## src/rtl/arpb_pkg.sv

```systemverilog
// ----------------------------------------------------------------------------
// Address range to prefix blocks: shared package
// Widths, defaults, the controller state type and the control structs that
// connect the controller to the datapath.
// ----------------------------------------------------------------------------
package arpb_pkg;

    localparam int ADDR_W_DEF = 32;  // default address width
    localparam int FIELD_W    = 32;  // width of the address fields on the ports
    localparam int PLEN_W     = 6;   // width of the prefix length field

    typedef enum logic [0:0] {
        ST_IDLE,
        ST_RUN
    } t_state;

    // Commands from the controller to the datapath.
    typedef struct packed {
        logic load;  // capture a new range
        logic step;  // emit the current block and advance
    } t_cmd;

    // Status from the datapath to the controller.
    typedef struct packed {
        logic last;  // the block computed this cycle closes the range
    } t_sts;

endpackage

```

## src/rtl/address_range_to_prefix_blocks.sv

```systemverilog
// The first block of a range is loaded into the datapath registers, then stepped into the output register.
// A range producing N blocks (1 to 2*ADDRESS_WIDTH-2) is emitted one block per cycle when
// the output is taken at once; the output register sets the pace.
// The next range is accepted the cycle after the final block enters the output register.
// Reset (synchronous, active low) returns the controller to idle and clears output valid.
// ----------------------------------------------------------------------------
// Address range to prefix blocks: top level
// Splits an inclusive address range into the minimal ascending list of
// aligned prefix blocks, one block per output transfer; a start above the end gives one block.
// ----------------------------------------------------------------------------
module address_range_to_prefix_blocks
    import arpb_pkg::*;
#(
    parameter int ADDRESS_WIDTH = ADDR_W_DEF
) (
    input  logic               i_clk,
    input  logic               i_rst_n,
    input  logic               i_in_valid,
    output logic               o_in_ready,
    input  logic [FIELD_W-1:0] i_range_start,
    input  logic [FIELD_W-1:0] i_range_end,
    output logic               o_out_valid,
    input  logic               i_out_ready,
    output logic [FIELD_W-1:0] o_block_base,
    output logic [PLEN_W-1:0]  o_prefix_len,
    output logic               o_last_block
);

    t_cmd w_cmd;
    t_sts w_sts;

    arpb_ctrl u_ctrl (
        .i_clk       (i_clk),
        .i_rst_n     (i_rst_n),
        .i_in_valid  (i_in_valid),
        .o_in_ready  (o_in_ready),
        .o_out_valid (o_out_valid),
        .i_out_ready (i_out_ready),
        .o_cmd       (w_cmd),
        .i_sts       (w_sts)
    );

    arpb_datapath #(
        .ADDRESS_WIDTH (ADDRESS_WIDTH)
    ) u_datapath (
        .i_clk         (i_clk),
        .i_rst_n       (i_rst_n),
        .i_cmd         (w_cmd),
        .o_sts         (w_sts),
        .i_range_start (i_range_start),
        .i_range_end   (i_range_end),
        .o_block_base  (o_block_base),
        .o_prefix_len  (o_prefix_len),
        .o_last_block  (o_last_block)
    );

endmodule

```

## src/rtl/arpb_datapath.sv

```systemverilog
// ----------------------------------------------------------------------------
// Address range to prefix blocks: datapath
// Holds the current address and the remaining address count, picks the
// largest aligned block that fits, and registers each block for output.
// ----------------------------------------------------------------------------
module arpb_datapath
    import arpb_pkg::*;
#(
    parameter int ADDRESS_WIDTH = ADDR_W_DEF
) (
    input  logic               i_clk,
    input  logic               i_rst_n,
    input  t_cmd               i_cmd,
    output t_sts               o_sts,
    input  logic [FIELD_W-1:0] i_range_start,
    input  logic [FIELD_W-1:0] i_range_end,
    output logic [FIELD_W-1:0] o_block_base,
    output logic [PLEN_W-1:0]  o_prefix_len,
    output logic               o_last_block
);

    localparam int AW = ADDRESS_WIDTH;
    localparam int KW = $clog2(AW + 1);

    logic [AW-1:0]      r_lo;
    logic [AW:0]        r_rem;
    logic [FIELD_W-1:0] r_base;
    logic [PLEN_W-1:0]  r_plen;
    logic               r_last;

    logic [AW-1:0] w_start;
    logic [AW-1:0] w_end;
    logic [AW:0]   w_init_rem;
    logic [AW:0]   w_lo_ext;
    logic [AW:0]   w_lo_low;
    logic [AW:0]   w_smear;
    logic [AW:0]   w_rem_top;
    logic [AW:0]   w_size;
    logic [KW-1:0] w_k;
    logic          w_last;

    assign w_start = i_range_start[AW-1:0];
    assign w_end   = i_range_end[AW-1:0];

    // A range whose start is not below its end yields a single block of one
    // address, so it starts with a remaining count of one.
    always_comb begin
        if (w_start >= w_end) begin
            w_init_rem = (AW + 1)'(1);
        end else begin
            w_init_rem = {1'b0, w_end} - {1'b0, w_start} + (AW + 1)'(1);
        end
    end

    // Alignment limit: the lowest set bit of the address; address zero is
    // aligned to the whole space.
    assign w_lo_ext = {1'b0, r_lo};
    always_comb begin
        if (r_lo == '0) begin
            w_lo_low = {1'b1, {AW{1'b0}}};
        end else begin
            w_lo_low = w_lo_ext & (~w_lo_ext + (AW + 1)'(1));
        end
    end

    // Size limit: the highest set bit of the remaining count.
    always_comb begin
        w_smear = r_rem;
        for (int i = 1; i <= AW; i = i * 2) begin
            w_smear = w_smear | (w_smear >> i);
        end
        w_rem_top = w_smear ^ (w_smear >> 1);
    end

    assign w_size = (w_lo_low < w_rem_top) ? w_lo_low : w_rem_top;
    assign w_last = (r_rem == w_size);

    always_comb begin
        w_k = '0;
        for (int i = 0; i <= AW; i++) begin
            if (w_size[i]) begin
                w_k = w_k | KW'(i);
            end
        end
    end

    assign o_sts.last = w_last;

    always_ff @(posedge i_clk) begin
        if (i_cmd.load) begin
            r_lo  <= w_start;
            r_rem <= w_init_rem;
        end else if (i_cmd.step) begin
            r_lo  <= r_lo + w_size[AW-1:0];
            r_rem <= r_rem - w_size;
        end
        if (i_cmd.step) begin
            r_base <= FIELD_W'(r_lo);
            r_plen <= PLEN_W'(AW) - PLEN_W'(w_k);
            r_last <= w_last;
        end
    end

    assign o_block_base = r_base;
    assign o_prefix_len = r_plen;
    assign o_last_block = r_last;

    a_step_rem_nonzero: assert property (@(posedge i_clk) disable iff (!i_rst_n)
        i_cmd.step |-> (r_rem != '0))
        else $error("block emitted with no addresses left");

    a_step_size_onehot: assert property (@(posedge i_clk) disable iff (!i_rst_n)
        i_cmd.step |-> $onehot(w_size))
        else $error("block size is not a power of two");

    a_step_size_fits: assert property (@(posedge i_clk) disable iff (!i_rst_n)
        i_cmd.step |-> (w_size <= r_rem))
        else $error("block runs past the end of the range");

endmodule

```

## src/rtl/arpb_ctrl.sv

```systemverilog
// ----------------------------------------------------------------------------
// Address range to prefix blocks: controller
// Sequences one range at a time and owns the output valid flag, stepping the
// datapath while a range runs and the output register is free.
// ----------------------------------------------------------------------------
module arpb_ctrl
    import arpb_pkg::*;
(
    input  logic i_clk,
    input  logic i_rst_n,
    input  logic i_in_valid,
    output logic o_in_ready,
    output logic o_out_valid,
    input  logic i_out_ready,
    output t_cmd o_cmd,
    input  t_sts i_sts
);

    t_state r_state;
    t_state n_state;
    logic   r_out_valid;
    logic   n_out_valid;
    logic   w_out_free;

    assign w_out_free = !r_out_valid || i_out_ready;

    always_ff @(posedge i_clk) begin
        if (!i_rst_n) begin
            r_state     <= ST_IDLE;
            r_out_valid <= 1'b0;
        end else begin
            r_state     <= n_state;
            r_out_valid <= n_out_valid;
        end
    end

    always_comb begin
        n_state     = r_state;
        n_out_valid = r_out_valid && !i_out_ready;
        o_in_ready  = 1'b0;
        o_cmd       = '0;
        case (r_state)
            ST_IDLE: begin
                o_in_ready = 1'b1;
                if (i_in_valid) begin
                    o_cmd.load = 1'b1;
                    n_state    = ST_RUN;
                end
            end
            ST_RUN: begin
                if (w_out_free) begin
                    o_cmd.step  = 1'b1;
                    n_out_valid = 1'b1;
                    if (i_sts.last) begin
                        n_state = ST_IDLE;
                    end
                end
            end
            default: begin
                n_state = ST_IDLE;
            end
        endcase
    end

    assign o_out_valid = r_out_valid;

    a_step_when_free: assert property (@(posedge i_clk) disable iff (!i_rst_n)
        o_cmd.step |-> w_out_free)
        else $error("output register overwritten before its transfer");

    a_last_ends_range: assert property (@(posedge i_clk) disable iff (!i_rst_n)
        (o_cmd.step && i_sts.last) |=> (r_state == ST_IDLE))
        else $error("controller kept running after the final block");

    a_step_sets_valid: assert property (@(posedge i_clk) disable iff (!i_rst_n)
        o_cmd.step |=> o_out_valid)
        else $error("emitted block was not presented");

endmodule

```

## config.mk

```make
export PLATFORM = sky130hd
export DESIGN_NAME = address_range_to_prefix_blocks
export DESIGN_NICKNAME = d
export VERILOG_FILES = /design/src/rtl/arpb_pkg.sv /design/src/rtl/address_range_to_prefix_blocks.sv /design/src/rtl/arpb_datapath.sv /design/src/rtl/arpb_ctrl.sv
export SDC_FILE = /design/constraint.sdc
export NUM_CORES = 1
export LEC_CHECK = 0
export BUFFER_PORTS_ARGS = -buffer_cell sky130_fd_sc_hd__buf_2
export CAP_MARGIN = 25
export CORE_ASPECT_RATIO = 0.5
export CORE_MARGIN = 10
export CORE_UTILIZATION = 40
export DETAILED_ROUTE_END_ITERATION = 16
export SYNTH_ARGS = -nofsm -noshare
export SYNTH_HDL_FRONTEND = slang
export SYNTH_HIERARCHICAL = 1
export SYNTH_SLANG_ARGS = --single-unit
```

## constraint.sdc

```tcl
create_clock -name i_clk -period 16.45 [get_ports i_clk]
set_input_delay 3.29 -clock i_clk [delete_from_list [all_inputs] [get_ports i_clk]]
set_output_delay 3.29 -clock i_clk [all_outputs]
set_load 0.02 [all_outputs]
```

==> summary.txt <==
Placement
  – IO buf count: 108
  – Final HPWL DP: 37.1 mm
  – Post-DP Area: 0.0135 sq mm
  – GPL Wtd Cong: 0.951

CTS
  – CTS Buf Count: 9
  – Clock slew at reported path FFs: 0.08 ns
  – Hold-fix buffer count after cts: 0
  – Clock tree buffer depth: 2
  – Post-CTS setup buffers: 0
  – CTS sink count: 106
  – CTS tree: built
  – Root Buffer: clkbuf_16
  – H-tree levels: 3
  – # resized after CTS: 0
  – Worst-Skew Late Latency: 0.39 ns

Floorplanning
  – Starting Density: 0.408
  – Core area: 0.0305 sq mm
  – Die Span Y: 145 um
  – Num rows: 45
  – Die outline width: 270 um
  – DIE AREA: 0.0390 sq mm
  – IO Pins: 109

Run
  – MaxCap Viol Count: 0

Timing
  – Tmin final: 8.55 ns
  – Max Fclk: 117 MHz
  – Min Hold Slack: 0.512 ns
  – Clock Skews: 0.0216 ns
  – Relative slew slack: 0.348
  – Setup violations, final: 0
  – Hold Vio Cnt, Final: 0
  – Worst-margin pin slew: 0.976 ns
  – RSZ-0062 raised after global routing: false
  – Fin crit share: 0.520
  – Total negative slack: 0 ns
  – Final Max Slew Viols: 0

Finish
  – Design Area, Final: 0.0138 sq mm
  – Most frequent cells in the layout: 191 x ha_1, 131 x nand2_1, 109 x buf_2
  – Share of cells above drive strength 1: 0.109
  – Layout area overhead: 10.5%
  – Most common cell after layout, fill and taps aside: ha_1
  – Final nets: 1,816
  – FILL cells: 3,038

Detailed routing
  – DR pass1 iterations: 5
  – Drc violations: 0
  – Wire per inst: 22.7 um
  – Number of DRC markers in iteration 0: 1,295
  – Vias: 12,016
  – Post-DRT Antenna Nets: 0
  – Drt via density: 6.06
  – Total Wirelength: 44.9 mm

Critical path
  – Crit Path Class: reg2reg
  – RR Startpoint: u_datapath/r_rem[27]
  – Crit path arrival time: 8.63 ns
  – Most used cell, CP: nand4_1
  – Worst path cell trace: nor4_1 > nand4_1 > nor3_1 > nand4_1 > ha_1 > nand4_1 > or4_1 > a21oi_1 > o41a_1 > o21a_1 > nor2_4 > o31ai_1 > ha_1 > inv_1 > fa_1 > a211oi_1 > o21ai_0 > nand4b_1 > a21oi_1 > nor4b_1 > o31ai_1 > a221oi_1 > xnor2_1 > o22ai_1
  – Buf+Inv Stages, Crit Path: 1
  – CP top delay family: simple AND/OR/NAND/NOR gates
  – Crit path max fanout: 40
  – Highest-delay cell along the critical path: nor4b_1
  – Crit end category: flip-flop
  – Crit path from: u_datapath/r_rem[27]
  – Critical path startpoint category: flip-flop
  – Worst Path Required: 16.54 ns
  – Crit-path max cell delay: 0.73 ns

Synthesis
  – Post-synth EDFFs: 104
  – Synth warn: 6
  – Sequential cell area fraction in the yosys report: 0.254
  – Simple-Gate Fraction of Synth Area: 0.210
  – Primary FF master, synth: edfxtp_1
  – Syn nets: 1,722
  – #FFs+latches synth: 106
  – Synth Area in Compound Gates: 0.236
  – Asr flop ratio synth: 0
  – Mux share of post-synthesis cell area: 0.00673
  – Post-synthesis xor/xnor area fraction: 0.0534
  – Yosys cell types: 86
  – Synthesized area: 0.0125 sq mm
  – Main combinational cell family by area after synthesis: compound AO/OA/AOI/OAI gates
  – Avg Cell Area, Syn: 8.53 sq um
  – Adder-cell share of the synthesized area: 0.197
  – Cell count after synthesis: 1,460

Global routing
  – Initial antenna violation count: 1
  – Grt ovf: 0
  – First-pass GRT wire length: 66.3 mm
  – Number of global-route vias before repair: 10,918
  – Largest net degree at the start of global routing: 66
  – GRT Util Overall: 0.223

Worst hold path
  – HP Start: u_ctrl/o_out_valid
  – Hold Path Class: reg2reg

Power and ir drop
  – LEAKAGE: 6.07 nW
  – Worst vdd ir: 76.4 uV
  – PwrDens: 144 mW/mm^2

Status
  – Outcome: complete, no violations
[path summary, 6_finish.rpt]
path / end / slack [ns] / cells after the start
setup / recovery: u_datapath/r_rem[32] / 7.90 / 24
hold / removal: u_ctrl/o_out_valid / 0.51 / 2
setup reg to reg: u_datapath/r_rem[32] / 7.90 / 24
hold reg to reg: u_ctrl/o_out_valid / 0.51 / 2
[cell usage after synthesis, types with 15 or more instances]
master,number,area [sq um]
a211oi_1,21,158
a21o_1,57,428
a21oi_1,99,495
clkbuf_1,21,78.8
edfxtp_1,104,3120
ha_1,191,2390
inv_1,106,398
nand2_1,131,492
nand2b_1,15,93.8
nand3_1,31,155
nand4_1,28,175
nor2_1,80,300
nor3_1,35,175
nor4_1,15,93.8
o211ai_1,16,120
o21a_1,42,315
o21ai_0,102,510
o22ai_1,30,188
o31ai_1,15,113
or3_1,16,100
xnor2_1,39,342
xor2_1,37,324
[routing by layer]
metal / share of wire / vias up / GRT usage / wire length [um]
met1: 0.52 / 5806 / 0.351 / 23300
met4: 0.0058 / 0 / 0.0297 / 259
met5: 0 / - / 0 / 0
met3: 0.11 / 15 / 0.0621 / 4860
li1: - / 5714 / - / -
met2: 0.37 / 481 / 0.290 / 16500
[flip-flops by register name (all words and copies together), names as in the netlist]
| name | count |
|---|---|
| u_ctrl/o_out_valid | 1 |
| u_ctrl/r_state | 1 |
| u_datapath/o_block_base | 32 |
| u_datapath/o_last_block | 1 |
| u_datapath/o_prefix_len | 6 |
| u_datapath/r_lo | 32 |
| u_datapath/r_rem | 33 |
[stage by stage]
step	utilization	power (mW)	setup WS, ns	instances
after global routing	0.451	2.12	7.14	1982
final	0.451	1.98	7.90	1983
after global placement	0.441	1.71	8.18	1965
after detailed placement	0.441	1.72	8.09	1966
after CTS	0.451	1.96	8.05	1982
after floorplan	-	1.39	9.43	1460
[worst register-to-register path, cell delays in order, from the launching register on]
cell	delay, ns
edfxtp_1	0.49
nor4_1	0.61
nand4_1	0.52
nor3_1	0.55
nand4_1	0.27
ha_1	0.36
nand4_1	0.17
or4_1	0.61
a21oi_1	0.26
o41a_1	0.23
o21a_1	0.34
nor2_4	0.23
o31ai_1	0.43
ha_1	0.25
inv_1	0.06
fa_1	0.43
a211oi_1	0.33
o21ai_0	0.23
nand4b_1	0.20
a21oi_1	0.12
nor4b_1	0.73
o31ai_1	0.26
a221oi_1	0.35
xnor2_1	0.16
o22ai_1	0.09
[area by class of cell]
type / count / area, sq um / share of cell area
diodes: 1 / 2.50 / 0.000182
flip-flops and latches: 106 / 3160 / 0.230
multi-input cells: 1216 / 8770 / 0.637
inverters: 106 / 398 / 0.0289
clock inverters: 7 / 81.3 / 0.00591
clock buffers: 9 / 225 / 0.0164
well taps: 423 / 529 / 0.0385
repair buffers: 115 / 591 / 0.0429
[kinds of logic (layout without fill, tap and decap cells)]
logic type / Yosys count / after routing
adders and majority gates: 194 / 194
other: 0 / 1
xor gates and xnor gates: 76 / 76
DFF: 106 / 106
muxes: 8 / 8
AOI/OAI and AO/OA: 458 / 458
buffers and inverters: 138 / 237
and+or+nand+nor: 480 / 480
[where the power goes]
group          internal [mW]  switching (mW)  leakage [nW]
Combinational          0.476           0.731          4.88
Clock                  0.109           0.121         0.150
Sequential             0.427           0.118          1.03
(Power assumes the default switching activity.)
